<file path="src/sv/irpd_pkg.sv">
// ----------------------------------------------------------------------------
// irpd_pkg
// Shared types and timing windows for the infrared remote pulse decoder.
// ----------------------------------------------------------------------------
`default_nettype none

package irpd_pkg;

  localparam int unsigned IvW = 16;
  localparam int unsigned WordW = 32;
  localparam int unsigned CountW = 8;
  localparam int unsigned LimitW = 10;
  localparam int unsigned AddrW = 16;
  localparam int unsigned CmdW = 8;

  localparam int unsigned Nom560 = 560;
  localparam int unsigned Nom1680 = 1680;
  localparam int unsigned Nom2250 = 2250;
  localparam int unsigned Nom4500 = 4500;
  localparam int unsigned Nom9000 = 9000;

  localparam logic [IvW-1:0] Lo560 = IvW'((Nom560 * 3) / 4);
  localparam logic [IvW-1:0] Hi560 = IvW'((Nom560 * 5) / 4);
  localparam logic [IvW-1:0] Lo1680 = IvW'((Nom1680 * 3) / 4);
  localparam logic [IvW-1:0] Hi1680 = IvW'((Nom1680 * 5) / 4);
  localparam logic [IvW-1:0] Lo2250 = IvW'((Nom2250 * 3) / 4);
  localparam logic [IvW-1:0] Hi2250 = IvW'((Nom2250 * 5) / 4);
  localparam logic [IvW-1:0] Lo4500 = IvW'((Nom4500 * 3) / 4);
  localparam logic [IvW-1:0] Hi4500 = IvW'((Nom4500 * 5) / 4);
  localparam logic [IvW-1:0] Lo9000 = IvW'((Nom9000 * 3) / 4);
  localparam logic [IvW-1:0] Hi9000 = IvW'((Nom9000 * 5) / 4);

  localparam logic [CountW-1:0] FullCount = CountW'(WordW);
  localparam logic [LimitW-1:0] LimitReset = LimitW'(10);

  typedef struct packed {
    logic near_560;
    logic near_1680;
    logic near_2250;
    logic near_4500;
    logic near_9000;
  } class_t;

  typedef struct packed {
    logic             is_repeat;
    logic             leader_kind;
    logic [AddrW-1:0] address;
    logic [CmdW-1:0]  command;
  } result_t;

endpackage

`default_nettype wire

</file>
<file path="src/sv/irpd_window.sv">
// ----------------------------------------------------------------------------
// irpd_window
// Classifies a measured interval against the five nominal pulse windows.
// ----------------------------------------------------------------------------
`default_nettype none

module irpd_window
  import irpd_pkg::*;
(
  input  var logic [IvW-1:0] interval_i,
  output class_t             class_o
);

  always_comb begin
    class_o.near_560  = (interval_i > Lo560)  && (interval_i < Hi560);
    class_o.near_1680 = (interval_i > Lo1680) && (interval_i < Hi1680);
    class_o.near_2250 = (interval_i > Lo2250) && (interval_i < Hi2250);
    class_o.near_4500 = (interval_i > Lo4500) && (interval_i < Hi4500);
    class_o.near_9000 = (interval_i > Lo9000) && (interval_i < Hi9000);
  end

endmodule

`default_nettype wire

</file>
<file path="src/sv/irpd_core.sv">
// ----------------------------------------------------------------------------
// irpd_core
// Frame state machine: leader detection, bit shifting, word check and repeat.
// ----------------------------------------------------------------------------
`default_nettype none

module irpd_core
  import irpd_pkg::*;
#(
  parameter int unsigned OVERFLOW_CAP = 1000
) (
  input  var logic              clk_i,
  input  var logic              rst_ni,
  input  var logic              en_i,
  input  var logic              action_i,
  input  var logic              space_ended_i,
  input  var class_t            class_i,
  input  var logic [LimitW-1:0] repeat_limit_i,
  output logic                  res_valid_o,
  output result_t               res_o
);

  localparam int unsigned OvfW = $clog2(OVERFLOW_CAP + 2);
  localparam int unsigned CmpW = (OvfW > LimitW) ? OvfW : LimitW;

  typedef enum logic [1:0] {
    PH_IDLE    = 2'd0,
    PH_LEADER  = 2'd1,
    PH_RECEIVE = 2'd3
  } phase_e;

  phase_e             phase_q, phase_d;
  logic [WordW-1:0]   word_q, word_d;
  logic [CountW-1:0]  count_q, count_d;
  logic               kind_q, kind_d;
  logic [OvfW-1:0]    ovf_q, ovf_d;
  logic [AddrW-1:0]   last_addr_q, last_addr_d;
  logic [CmdW-1:0]    last_cmd_q, last_cmd_d;
  logic               last_kind_q, last_kind_d;

  logic [CmdW-1:0] lo_byte, hi_byte, cmd_byte, ncmd_byte;
  logic            repeat_ok;

  assign lo_byte   = word_d[7:0];
  assign hi_byte   = word_d[15:8];
  assign cmd_byte  = word_d[23:16];
  assign ncmd_byte = word_d[31:24];
  assign repeat_ok = CmpW'(ovf_q) < CmpW'(repeat_limit_i);

  always_comb begin
    phase_d     = phase_q;
    word_d      = word_q;
    count_d     = count_q;
    kind_d      = kind_q;
    ovf_d       = ovf_q;
    last_addr_d = last_addr_q;
    last_cmd_d  = last_cmd_q;
    last_kind_d = last_kind_q;
    res_valid_o = 1'b0;
    res_o       = '{is_repeat: 1'b0, leader_kind: last_kind_q,
                    address: last_addr_q, command: last_cmd_q};
    if (en_i) begin
      if (action_i) begin
        if (ovf_q <= OvfW'(OVERFLOW_CAP)) begin
          ovf_d = ovf_q + 1'b1;
        end
      end else if (!space_ended_i) begin
        if (class_i.near_560) begin
          phase_d = PH_RECEIVE;
        end else if (class_i.near_9000) begin
          phase_d = PH_LEADER;
          kind_d  = 1'b0;
        end else if (class_i.near_4500) begin
          phase_d = PH_LEADER;
          kind_d  = 1'b1;
        end else begin
          phase_d = PH_IDLE;
        end
      end else begin
        case (phase_q)
          PH_LEADER: begin
            count_d = '0;
            if (class_i.near_4500) begin
              phase_d = PH_RECEIVE;
            end else if (class_i.near_2250 && repeat_ok) begin
              ovf_d           = '0;
              res_valid_o     = 1'b1;
              res_o.is_repeat = 1'b1;
            end
          end
          PH_RECEIVE: begin
            word_d  = {class_i.near_1680 && !class_i.near_560, word_q[WordW-1:1]};
            count_d = (class_i.near_560 || class_i.near_1680) ? count_q + 1'b1 : '0;
            if ((count_d == FullCount) && (cmd_byte == ~ncmd_byte)) begin
              ovf_d       = '0;
              last_kind_d = kind_q;
              last_addr_d = (lo_byte == ~hi_byte) ? {8'h00, lo_byte} : word_d[15:0];
              last_cmd_d  = cmd_byte;
              res_valid_o = 1'b1;
              res_o       = '{is_repeat: 1'b0, leader_kind: last_kind_d,
                              address: last_addr_d, command: last_cmd_d};
            end
          end
          default: begin
          end
        endcase
      end
    end
  end

  always_ff @(posedge clk_i or negedge rst_ni) begin
    if (!rst_ni) begin
      phase_q     <= PH_IDLE;
      word_q      <= '0;
      count_q     <= '0;
      kind_q      <= 1'b0;
      ovf_q       <= '0;
      last_addr_q <= '0;
      last_cmd_q  <= '0;
      last_kind_q <= 1'b0;
    end else begin
      phase_q     <= phase_d;
      word_q      <= word_d;
      count_q     <= count_d;
      kind_q      <= kind_d;
      ovf_q       <= ovf_d;
      last_addr_q <= last_addr_d;
      last_cmd_q  <= last_cmd_d;
      last_kind_q <= last_kind_d;
    end
  end

  // A result is only ever produced for a request being processed.
  a_res_needs_en: assert property (@(posedge clk_i) disable iff (!rst_ni)
    res_valid_o |-> en_i)
    else $error("result raised without a request");

  // Any result restarts the overflow count.
  a_res_clears_ovf: assert property (@(posedge clk_i) disable iff (!rst_ni)
    res_valid_o |=> (ovf_q == '0))
    else $error("overflow count not cleared after a result");

  // A new frame leaves a full bit count behind; a repeat stays in the leader phase.
  a_frame_count: assert property (@(posedge clk_i) disable iff (!rst_ni)
    (res_valid_o && !res_o.is_repeat) |=> (count_q == FullCount))
    else $error("frame reported without a full word");

  a_repeat_phase: assert property (@(posedge clk_i) disable iff (!rst_ni)
    (res_valid_o && res_o.is_repeat) |=> (phase_q == PH_LEADER))
    else $error("repeat reported outside the leader phase");

  // The overflow count saturates one above its cap.
  a_ovf_cap: assert property (@(posedge clk_i) disable iff (!rst_ni)
    ovf_q <= OvfW'(OVERFLOW_CAP + 1))
    else $error("overflow count beyond saturation");

endmodule

`default_nettype wire

</file>
<file path="src/sv/ir_remote_pulse_decoder.sv">
// ----------------------------------------------------------------------------
// ir_remote_pulse_decoder
// Decodes NEC-style infrared frames and repeat codes from measured pulses.
// ----------------------------------------------------------------------------
//  Channel   Direction  Handshake             Payload
//  s_axis    in         tvalid/tready         edge or overflow request
//  m_axis    out        tvalid/tready         decoded frame or repeat
//  cfg       in         cfg_valid/cfg_ready   repeat_limit (10 bits)
//
//  One request is taken per cycle unless s_axis stalls; it waits in the
//  input register, and its result is registered on m_axis as it leaves.
//  Reset leaves the decoder idle with repeat_limit at 10; cfg is always ready.
//  When a result waits on m_axis, a request in the input register holds there
//  and s_axis stalls.
// ----------------------------------------------------------------------------
`default_nettype none

module ir_remote_pulse_decoder
  import irpd_pkg::*;
#(
  parameter int unsigned OVERFLOW_CAP = 1000
) (
  input  var logic              clk_i,
  input  var logic              rst_ni,
  input  var logic              s_axis_tvalid,
  output logic                  s_axis_tready,
  input  var logic [15:0]       s_axis_tdata,  // interval
  input  var logic [1:0]        s_axis_tuser,  // action, space_ended
  output logic                  m_axis_tvalid,
  input  var logic              m_axis_tready,
  output logic [23:0]           m_axis_tdata,  // address, command
  output logic [1:0]            m_axis_tuser,  // is_repeat, leader_kind
  input  var logic              cfg_valid_i,
  output logic                  cfg_ready_o,
  input  var logic [LimitW-1:0] cfg_data_i
);

  logic              in_valid_q;
  logic              action_q;
  logic              space_q;
  logic [IvW-1:0]    interval_q;
  logic [LimitW-1:0] limit_q;
  logic              out_valid_q;
  result_t           out_q;

  logic    advance;
  class_t  iv_class;
  logic    res_valid;
  result_t res;

  assign advance       = in_valid_q && (!out_valid_q || m_axis_tready);
  assign s_axis_tready = !in_valid_q || advance;
  assign cfg_ready_o   = 1'b1;

  always_ff @(posedge clk_i or negedge rst_ni) begin
    if (!rst_ni) begin
      in_valid_q <= 1'b0;
    end else if (s_axis_tready) begin
      in_valid_q <= s_axis_tvalid;
    end
  end

  always_ff @(posedge clk_i) begin
    if (s_axis_tready && s_axis_tvalid) begin
      action_q   <= s_axis_tuser[0];
      space_q    <= s_axis_tuser[1];
      interval_q <= s_axis_tdata;
    end
  end

  always_ff @(posedge clk_i or negedge rst_ni) begin
    if (!rst_ni) begin
      limit_q <= LimitReset;
    end else if (cfg_valid_i) begin
      limit_q <= cfg_data_i;
    end
  end

  irpd_window u_window (
    .interval_i (interval_q),
    .class_o    (iv_class)
  );

  irpd_core #(
    .OVERFLOW_CAP (OVERFLOW_CAP)
  ) u_core (
    .clk_i          (clk_i),
    .rst_ni         (rst_ni),
    .en_i           (advance),
    .action_i       (action_q),
    .space_ended_i  (space_q),
    .class_i        (iv_class),
    .repeat_limit_i (limit_q),
    .res_valid_o    (res_valid),
    .res_o          (res)
  );

  always_ff @(posedge clk_i or negedge rst_ni) begin
    if (!rst_ni) begin
      out_valid_q <= 1'b0;
    end else if (advance) begin
      out_valid_q <= res_valid;
    end else if (m_axis_tready) begin
      out_valid_q <= 1'b0;
    end
  end

  always_ff @(posedge clk_i) begin
    if (advance && res_valid) begin
      out_q <= res;
    end
  end

  assign m_axis_tvalid = out_valid_q;
  assign m_axis_tdata  = {out_q.command, out_q.address};
  assign m_axis_tuser  = {out_q.leader_kind, out_q.is_repeat};

endmodule

`default_nettype wire
</file>
<file path="config.mk">
export PLATFORM = sky130hd
export DESIGN_NAME = ir_remote_pulse_decoder
export DESIGN_NICKNAME = d
export VERILOG_FILES = /design/src/sv/irpd_pkg.sv /design/src/sv/irpd_window.sv /design/src/sv/irpd_core.sv /design/src/sv/ir_remote_pulse_decoder.sv
export SDC_FILE = /design/constraint.sdc
export NUM_CORES = 1
export LEC_CHECK = 0
export ABC_AREA = 1
export BUFFER_PORTS_ARGS = -buffer_cell sky130_fd_sc_hd__buf_2
export CAP_MARGIN = 20
export CORE_MARGIN = 5
export CORE_UTILIZATION = 25
export DETAILED_ROUTE_END_ITERATION = 10
export PLACE_DENSITY = 0.47
export SLEW_MARGIN = 10
export SYNTH_ARGS = -nofsm -noshare
export SYNTH_HDL_FRONTEND = slang
export SYNTH_SLANG_ARGS = --single-unit
export TNS_END_PERCENT = 50
</file>
<file path="constraint.sdc">
create_clock -name clk_i -period 6.7 [get_ports clk_i]
set_input_delay 1.34 -clock clk_i [delete_from_list [all_inputs] [get_ports clk_i]]
set_output_delay 1.34 -clock clk_i [all_outputs]
set_load 0.02 [all_outputs]
</file>
# Yosys cells after proc, flatten, opt, wreduce, memory -nomap -nowiden
# Index checks and enable logic that the tools add are counted.
# word_totals
register_bits	134
inputBits	33
output_inout_bits	29
# classes
add_sub_neg	2
magnitude_cmp	12
n_eq_ne	11
n_mux	37
n_bitwise	6
n_reduce_logical	28
# ops
cell	count
2-to-1 mux 32 bit	4
2-to-1 mux 25 bit	5
2-to-1 mux 10 bit	6
greater-than comparator 16 x 11 -> 1 bit (second input constant)	2
less-than comparator 16 x 12 -> 1 bit (second input constant)	2
one-hot mux 10 bit (2 select lines)	1
equality test 8 bit	2
greater-than comparator 16 x 12 -> 1 bit (second input constant)	1
greater-than comparator 16 x 13 -> 1 bit (second input constant)	1
greater-than comparator 16 x 9 -> 1 bit (second input constant)	1
less-than comparator 16 x 10 -> 1 bit (second input constant)	1
less-than comparator 16 x 13 -> 1 bit (second input constant)	1
less-than comparator 16 x 14 -> 1 bit (second input constant)	1
2-to-1 mux 16 bit	1
inverter 8 bit	2
one-hot mux 8 bit (2 select lines)	1
logical AND 1 bit	11
2-to-1 mux 1 bit	11
adder 10 x 1 -> 10 bit (second input constant)	1
<= comparator 10 bit (second input constant)	1
less-than comparator 10 bit	1
2-to-1 mux 2 bit	5
AND reduction 5 bit	2
adder 8 x 1 -> 8 bit (second input constant)	1
other kinds (16)	31

# Logic depth before layout (Yosys ltp)
# Gate-level depths: netlist (run 1).
# depth
word_depth	17
depth_mapped	19
mapped_depth_nobuf	18

# Modules after synthesis
# A second synthesis (run 1) with hierarchy kept.
# unflattened
cells_unflattened	828
hier_area_um2	6904.1
# modules_own_cells
module	instances	cells_each	area_each_um2	seq_area_each_um2
irpd_core	1	612	4504.3	1951.9
ir_remote_pulse_decoder	1	103	1871.8	1624.1
irpd_window	1	113	528.0	0.0

# Worst setup path after synthesis (run 1)
# Ideal clock, no wire load.
# synth_path
path_kind	input-to-reg
startpoint	in m_axis_tready
endpoint	reg out_q, in the netlist m_axis_tdata[0] (enable)
setup_ps	383
t_arrival_ps	3497
required_time_ps	6317
slack_ps	2820
cell_stages	16
cell_sequence	inv_1 nand2_1 nand2_1 inv_2 nand2_4 buf_2 buf_2 nand2_1 o21ai_1 a21oi_1 nor2_1 nand3_2 inv_2 nand2_2 buf_2 nand2_1
# synth_between
elab_chain_len	12
# synth_lines
item	line	rtl
start: declaration	ir_remote_pulse_decoder.sv:30	input var logic m_axis_tready,
logical OR 1 bit *	ir_remote_pulse_decoder.sv:51	assign advance = in_valid_q && (!out_valid_q || m_axis_tready);
logical AND 1 bit *	ir_remote_pulse_decoder.sv:51	
2-to-1 mux 32 bit	irpd_core.sv:62	if (en_i) begin
inverter 8 bit	irpd_core.sv:94	if ((count_d == FullCount) && (cmd_byte == ~ncmd_byte)) begin
equality test 8 bit	irpd_core.sv:94	
logical AND 1 bit	irpd_core.sv:94	
2-to-1 mux 1 bit	irpd_core.sv:94	
one-hot mux 1 bit (2 select lines)	irpd_core.sv:80	case (phase_q)
2-to-1 mux 1 bit	irpd_core.sv:67	end else if (!space_ended_i) begin
2-to-1 mux 1 bit	irpd_core.sv:63	if (action_i) begin
2-to-1 mux 1 bit	irpd_core.sv:62	
logical AND 1 bit *	ir_remote_pulse_decoder.sv:109	if (advance && res_valid) begin
end signal: assignment	ir_remote_pulse_decoder.sv:110	out_q <= res;
end: declaration	ir_remote_pulse_decoder.sv:44	result_t out_q;
# Mark *: on every way between the ends. The rest lies on a longest branch, timed or not.
# A chain may end at the register's enable or synchronous reset.

# Final worst setup path (run 1)
# layout_path
startpoint	in m_axis_tready
endpoint	reg out_q, in the netlist m_axis_tdata[0] (enable)
# layout_between
elab_chain_len	12
# layout_lines
item	line	rtl
logical OR 1 bit	ir_remote_pulse_decoder.sv:51	
logical AND 1 bit	ir_remote_pulse_decoder.sv:51	
2-to-1 mux 32 bit	irpd_core.sv:62	
via u_core.word_d[29]	irpd_core.sv:33	logic [WordW-1:0] word_q, word_d;
inverter 8 bit	irpd_core.sv:94	
equality test 8 bit	irpd_core.sv:94	
logical AND 1 bit	irpd_core.sv:94	
2-to-1 mux 1 bit	irpd_core.sv:94	
one-hot mux 1 bit (2 select lines)	irpd_core.sv:80	
2-to-1 mux 1 bit	irpd_core.sv:67	
2-to-1 mux 1 bit	irpd_core.sv:63	
2-to-1 mux 1 bit	irpd_core.sv:62	
logical AND 1 bit	ir_remote_pulse_decoder.sv:109	
# The timed path passes the listed nets, and every way through them passes these cells.

==> results of run 1 <==
## power groups by stage
stage	clock (mW)	combinational [mW]	sequential, mW
2_1_floorplan	0	0.305	0.975
3_3_place_gp	0	0.402	0.998
3_5_place_dp	0	0.400	0.998
4_1_cts	0.963	0.403	0.982
5_1_grt	1.00	0.472	0.993
6_report	0.933	0.403	0.983
## cell type report
cell class	count	area [µm²]
clock buffer	17	425
clock inverter	15	160
fill	2831	18900
inverter	102	383
multi-input combinational	590	2750
sequential	134	3580
tap	341	427
timing repair buffer	64	353
## per-layer routing
layer / GRT usage (%) / vias up / part of all wire [%]
met5: 0 / - / 0
met2: 17.1 / 72 / 44
met1: 15.3 / 2458 / 51
li1: - / 2860 / -
met3: 2.41 / 14 / 2.9
met4: 3.37 / 0 / 1.3
## logic make-up (layout without fill, tap and decap cells)
kind of cell | count (synthesis) | count (layout) | synth area share (%)
other | 1 | 1 | 0.0548
flip-flops | 134 | 134 | 52.3
AO/OA/AOI/OAI | 79 | 79 | 6.29
buffers and inverters | 125 | 198 | 7.45
multiplexers | 1 | 1 | 0.165
adder cells (fa/ha/maj) | 12 | 12 | 2.20
AND/OR/NAND/NOR | 486 | 486 | 30.1
XOR/XNOR | 11 | 11 | 1.41
## worst max-delay path by stage
stage                        startpoint               end  slack [ps]  depth (start not counted)
after floorplan           m_axis_tready   m_axis_tdata[0]        2820                         16
after global placement    m_axis_tready  m_axis_tdata[12]        1730                         19
after detailed placement  m_axis_tready   m_axis_tdata[3]        1580                         19
after CTS                 m_axis_tready   m_axis_tdata[3]        2010                         19
after global routing      m_axis_tready   m_axis_tdata[3]        1580                         19
final                     m_axis_tready   m_axis_tdata[0]        2010                         19
## worst max-delay path, cell delays in order
cell and delay, ps:
buf_2 70, inv_1 50, nand2_1 80, nand2_1 110
inv_2 250, nand2_4 410, inv_2 540, nand2_1 140
nand2_1 110, nand3_1 70, nand2_1 60, nand3_1 110
nor2_4 180, nand3_2 110, inv_2 290, nand2_2 120
buf_4 250, nand2_1 100, buf_4 310
## synthesized netlist by cell type (2+ instances only)
cell	number	area (µm²)
a21oi_1	17	85.1
nand3b_1	3	22.5
ha_1	12	150
nor4_1	2	12.5
o22ai_1	2	12.5
buf_1	3	11.3
nand2_1	296	1110
clkbuf_1	7	26.3
nor3_1	9	45.0
inv_2	4	15.0
buf_4	2	15.0
nand3_1	82	410
edfxtp_1	44	1320
nand3_2	2	20.0
inv_1	97	364
xor2_1	7	61.3
dfrtp_1	88	2200
o21ai_1	11	55.1
dfstp_2	2	52.6
nand4_1	16	100
a31oi_1	3	18.8
nor2_1	65	244
o21ai_0	38	190
nand2_2	4	25.0
xnor2_1	4	35.0
nor2_4	4	45.0
nor3b_1	2	15.0
buf_2	8	40.0
buf_6	3	33.8
## cell usage in the layout (no fill, tap or decap), drive strengths merged
| cell | n |
|---|---|
| a32o | 1 |
| o2111a | 1 |
| o21bai | 1 |
| o21ai | 49 |
| nand4 | 16 |
| nand2 | 301 |
| o22ai | 2 |
| xor2 | 7 |
| bufinv | 1 |
| a21oi | 17 |
| dfrtp | 88 |
| a211oi | 1 |
| nor3 | 9 |
| clkbuf | 17 |
| xnor2 | 4 |
| a311oi | 1 |
| nor4 | 2 |
| mux2 | 1 |
| a31oi | 3 |
| dfstp | 2 |
| nand3 | 84 |
| o2111ai | 1 |
| edfxtp | 44 |
| nor2 | 69 |
| clkinvlp | 1 |
| o211ai | 1 |
| ha | 12 |
| nor3b | 2 |
| conb | 1 |
| nand3b | 3 |
| o21a | 1 |
| clkinv | 4 |
| inv | 111 |
| buf | 64 |
## state kept, by name (all words and copies together), names as in the netlist
signal and count:
action_q 1, in_valid_q 1, interval_q 16, limit_q 10, m_axis_tdata 24, m_axis_tuser 2, m_axis_tvalid 1, space_q 1
u_core.count_q 8, u_core.kind_q 1, u_core.last_addr_q 16, u_core.last_cmd_q 8, u_core.last_kind_q 1, u_core.ovf_q 10, u_core.phase_q 2, u_core.word_q 32
## per-stage QoR
| step | hold slack, ps | instances |
|---|---|---|
| 3_5_place_dp | 453 | 1230 |
| 6_report | 465 | 1263 |
| 3_3_place_gp | 448 | 1230 |
| 5_1_grt | 481 | 1263 |
| 2_1_floorplan | 437 | 849 |
| 4_1_cts | 469 | 1262 |
==> impl_metrics.py, run 1 <==
metrics = {
    "global_routing": {
        "antenna_found_initial": 0,
        "grt_first_pass_wirelength_um": 27500,
        "grt_pass1_vias": 5411,
        "gr-total-overflow": 0,
        "grt_max_degree": 75,
        "track_usage_pct": 11.0,
    },
    "clocking": {
        "cts_sinks": 134,
        "clock_path_buffers": 2,
        "cts_buffers": 17,
        "cts_root_buffer": "clkbuf_16",
        "cts_setup_buffers": 0,
        "clock_latency_ps": 420,
        "tritoncts": "built",
        "cts_hold_buf": 0,
        "clock_tree.htree_level_count": 4,
        "clk_pin_slew_ps": 60,
        "cts_resized": 0,
    },
    "yosys": {
        "ys_types": 41,
        "synth_cells": 849,
        "seq_area_frac_synth_pct": 52.3,
        "synth_nets": 894,
        "syn-cell-area_mm2": 0.00684,
        "synthFlopType": "dfrtp_1",
        "synth-async-reset-ratio_pct": 67.2,
        "synth_edf_count": 44,
        "avgSynthCellArea_um2": 8.06,
        "yosysWarningCount": 0,
        "ys_ff_latch": 134,
    },
    "power": {
        "power_mw": 2.32,
        "p_int_mw": 1.57,
        "p_clk_share_pct": 40.2,
        "power_frac_comb_pct": 17.4,
        "p_sw_uw": 744,
        "p_seq_share_pct": 42.4,
        "swShare_pct": 32.1,
        "leakagePower_nw": 3.97,
        "peakVddDrop_uv": 130,
        "power.density_mw_per_mm2": 287,
    },
    "die": {
        "start_util_pct": 25.4,
        "fp.dieH_um": 175,
        "top_level_ports": 62,
        "die-area_mm2": 0.0308,
        "die_x_um": 175,
        "rows": 60,
        "coreArea_mm2": 0.0270,
    },
    "sta": {
        "setup_violations": 0,
        "max-slew-margin-rel_pct": 39.8,
        "period_minus_slack_ps": 4690,
        "timing.final.ws_setup_ps": 2010,
        "tns_ps": 0,
        "rsz0062_at_grt": "no",
        "fin_worst_skew_ps": 8.57,
        "tightest_slew_ps": 903,
        "hold_viol": 0,
        "slew_violations": 0,
        "fmax_mhz": 213,
        "timing.final.crit_share_pct": 69.9,
    },
    "run_status": {
        "status": "completed",
    },
    "min_path": {
        "hp-class": "register to register",
        "hold_depth": 2,
        "worstHoldStart": "u_core.last_cmd_q[2]",
        "holdPathEnd": "u_core.last_cmd_q[2]",
    },
    "placed_design": {
        "port_buffers": 60,
        "placed_cell_area_mm2": 0.00746,
        "gp_congestion": 0.800,
        "place_worst_setup_slack_ps": 1580,
        "hpwl_um": 11900,
    },
    "route": {
        "dr.pass1.iters": 4,
        "vias": 5404,
        "drtIter0Drc": 305,
        "wire_per_inst_um": 12.9,
        "finalWirelength_um": 16200,
        "vias_per_cell": 4.28,
        "drtAntennaViolNets": 0,
        "drc": 0,
    },
    "final_layout": {
        "drive_gt1_share_pct": 12.4,
        "n_antenna_cell": 0,
        "final_nets": 954,
        "stdcell_area_mm2": 0.00808,
        "final_util_pct": 30.0,
        "syn_to_final_growth_pct": 18.1,
    },
    "critical_path": {
        "timing.rr.end": "m_axis_tdata[0]",
        "startpoint_type": "input port",
        "r2r_start": "action_q",
        "end_kind": "register",
        "cp.required_ps": 6790,
        "cp.arrival_ps": 4780,
        "critical_path_class": "input port to register",
        "reg2regPathDepth": 17,
        "r2r_slack_ps": 2300,
        "crit_fanout": 72,
    },
    "flow_run": {
        "maxCapViolCount": 0,
    },
}
Power figures use the tool's default switching activity.
==> inputs of run 2 (changes only) <==
--- a/config.mk
+++ b/config.mk
@@ -5,7 +5,7 @@
 export SDC_FILE = /design/constraint.sdc
 export NUM_CORES = 1
 export LEC_CHECK = 0
-export ABC_AREA = 1
+export ABC_AREA = 0
 export BUFFER_PORTS_ARGS = -buffer_cell sky130_fd_sc_hd__buf_2
 export CAP_MARGIN = 20
 export CORE_MARGIN = 5
==> constraint.sdc (replaced) <==
create_clock -name clk_i -period 4.8 [get_ports clk_i]
set_input_delay 0.96 -clock clk_i [delete_from_list [all_inputs] [get_ports clk_i]]
set_output_delay 0.96 -clock clk_i [all_outputs]
set_load 0.02 [all_outputs]
==> run 2 against run 1 <==
  * Sequential power up 38%
  * Combinational power down 16%
  * Worst setup slack worse by 870 ps
  * Total power up 32%
  * Flip-flop and latch count unchanged
  * Global-route usage down 0.27 points
==> impl_metrics.py, run 2 <==
metrics = {
    "critical_path": {
        "end_kind": "register",
        "critical_path_class": "register to register",
        "crit_fanout": 22,
        "cp.required_ps": 4930,
        "startpoint_type": "register",
        "cp.arrival_ps": 3790,
    },
    "die": {
        "die_x_um": 170,
        "die-area_mm2": 0.0287,
        "coreArea_mm2": 0.0251,
        "start_util_pct": 25.3,
        "rows": 58,
        "fp.dieH_um": 170,
        "top_level_ports": 62,
    },
    "sta": {
        "timing.final.crit_share_pct": 76.3,
        "slew_violations": 0,
        "hold_viol": 0,
        "rsz0062_at_grt": "no",
        "setup_violations": 0,
        "timing.final.ws_setup_ps": 1140,
        "fmax_mhz": 273,
        "tightest_slew_ps": 1040,
        "fin_worst_skew_ps": 11.4,
        "max-slew-margin-rel_pct": 30.8,
        "tns_ps": 0,
        "period_minus_slack_ps": 3660,
    },
    "clocking": {
        "cts_sinks": 134,
        "cts_hold_buf": 0,
        "cts_root_buffer": "clkbuf_16",
        "cts_resized": 0,
        "clk_pin_slew_ps": 70,
        "clock_latency_ps": 420,
        "clock_tree.htree_level_count": 4,
        "tritoncts": "built",
        "clock_path_buffers": 2,
        "cts_setup_buffers": 0,
        "cts_buffers": 17,
    },
    "power": {
        "p_sw_uw": 875,
        "swShare_pct": 28.5,
        "p_clk_share_pct": 44.6,
        "p_int_mw": 2.19,
        "p_seq_share_pct": 44.4,
        "leakagePower_nw": 3.35,
        "peakVddDrop_uv": 194,
        "power.density_mw_per_mm2": 400,
        "power_frac_comb_pct": 11.0,
    },
    "yosys": {
        "yosysTopAreaCellShare_pct": 34.6,
        "synth_cells": 632,
        "synthFlopType": "dfrtp_1",
        "synth_common_cells": "nand2_1, dfrtp_1, edfxtp_1",
        "ys_types": 72,
        "synth_edf_count": 44,
        "yosysWarningCount": 0,
        "ys_ff_latch": 134,
        "synth_nets": 677,
        "synth_most_common_cell": "nand2_1",
        "yosys.area.top_type": "dfrtp_1",
        "synth-async-reset-ratio_pct": 67.2,
        "ys_top_cells_by_area": "dfrtp_1, edfxtp_1, nand2_1",
        "avgSynthCellArea_um2": 10.1,
        "syn-cell-area_mm2": 0.00636,
        "seq_area_frac_synth_pct": 56.2,
    },
    "final_layout": {
        "final_nets": 736,
        "largest_reg_flops": 32,
        "syn_to_final_growth_pct": 20.3,
        "largest_register": "u_core.word_q",
        "drive_gt1_share_pct": 16.6,
        "final_common_cell": "nand2_1",
        "final_cell_mix": "nand2_1, dfrtp_1, buf_2, edfxtp_1, inv_1",
        "n_antenna_cell": 0,
        "stdcell_count": 1034,
    },
    "placed_design": {
        "gp_congestion": 0.789,
        "hpwl_um": 10500,
        "place_worst_setup_slack_ps": 986,
        "port_buffers": 60,
        "post-place-cells": 1002,
    },
    "flow_run": {
        "maxCapViolCount": 0,
    },
    "global_routing": {
        "grt_max_degree": 65,
        "grt_first_pass_wirelength_um": 24300,
        "antenna_found_initial": 0,
        "gr-total-overflow": 0,
        "track_usage_pct": 10.7,
        "grt_pass1_vias": 4547,
    },
    "route": {
        "drtAntennaViolNets": 0,
        "finalWirelength_um": 15000,
        "drc": 0,
        "drtIter0Drc": 296,
        "vias_per_cell": 4.52,
        "vias": 4671,
        "dr.pass1.iters": 4,
        "wire_per_inst_um": 14.5,
    },
    "run_status": {
        "status": "completed",
    },
    "min_path": {
        "hp-class": "register to register",
    },
}
[run 2: cell types whose count changed in the layout (fill, tap and decap cells not counted), moves of 8 or more]
cell / delta
inv_1: -61
mux2i_1: +12
nand2_1: -135
nand2b_1: +8
nand3_1: -70
nand4_1: -8
nor2_1: -45
o21ai_0: -10
o21ai_1: +11
o31ai_1: +8
or4_1: +8
[run 2: layout make-up]
cell class | instances | area [µm²]
fill | 2645 | 17500
sequential | 134 | 3580
multi-input combinational | 433 | 2520
clock buffer | 17 | 425
tap | 330 | 413
timing repair buffer | 69 | 403
clock inverter | 15 | 185
inverter | 36 | 135
[run 2: per-stage QoR]
stage	hold WS (ps)	instance area [µm²]	util, %	power, mW
2_1_floorplan	433	6360	-	1.60
3_3_place_gp	444	7020	28.0	1.72
3_5_place_dp	449	7050	28.1	1.73
4_1_cts	465	7660	30.5	3.12
5_1_grt	478	7660	30.5	3.22
6_report	459	7660	30.5	3.06
[run 2: final timing paths]
check	startpoint	to	slack (ps)	depth (start not counted)
min in group asynchronous	rst_ni	limit_q[4]	650	1
max in group asynchronous	rst_ni	u_core.last_addr_q[6]	3220	2
max reg2reg	interval_q[12]	m_axis_tdata[10]	1140	7
min reg2reg	u_core.last_addr_q[6]	u_core.last_addr_q[6]	460	2
min	u_core.last_addr_q[6]	u_core.last_addr_q[6]	460	2
max	interval_q[12]	m_axis_tdata[10]	1140	7
[run 2: power groups by stage]
stage	registers (mW)	logic, mW	clock network, mW
3_3_place_gp	1.38	0.343	0
3_5_place_dp	1.38	0.345	0
4_1_cts	1.36	0.347	1.41
5_1_grt	1.37	0.391	1.45
6_report	1.36	0.338	1.37
2_1_floorplan	1.34	0.263	0
[run 2: cells by family after synthesis]
kind of cell	synth area share (%)
XOR/XNOR	2.34
adder cells (fa/ha/maj)	2.36
buffers and inverters	4.21
multiplexers	2.42
other	0.0589
AND/OR/NAND/NOR	20.1
flip-flops	56.2
AO/OA/AOI/OAI	12.3
[run 2: metal layers]
metal / GRT usage, % / vias up / routed length, µm
met1: 14.8 / 2251 / 7400
met4: 3.43 / 0 / 174
met3: 2.66 / 11 / 548
li1: - / 2334 / -
met2: 16.6 / 75 / 6830
met5: 0 / - / 0
[run 2: worst max-delay path, cell delays in order (launching register included)]
cell,delay [ps]
edfxtp_1,470
nor4_1,540
o211ai_1,170
or4_1,620
a211o_1,310
nor3_1,420
or2_1,550
buf_12,250
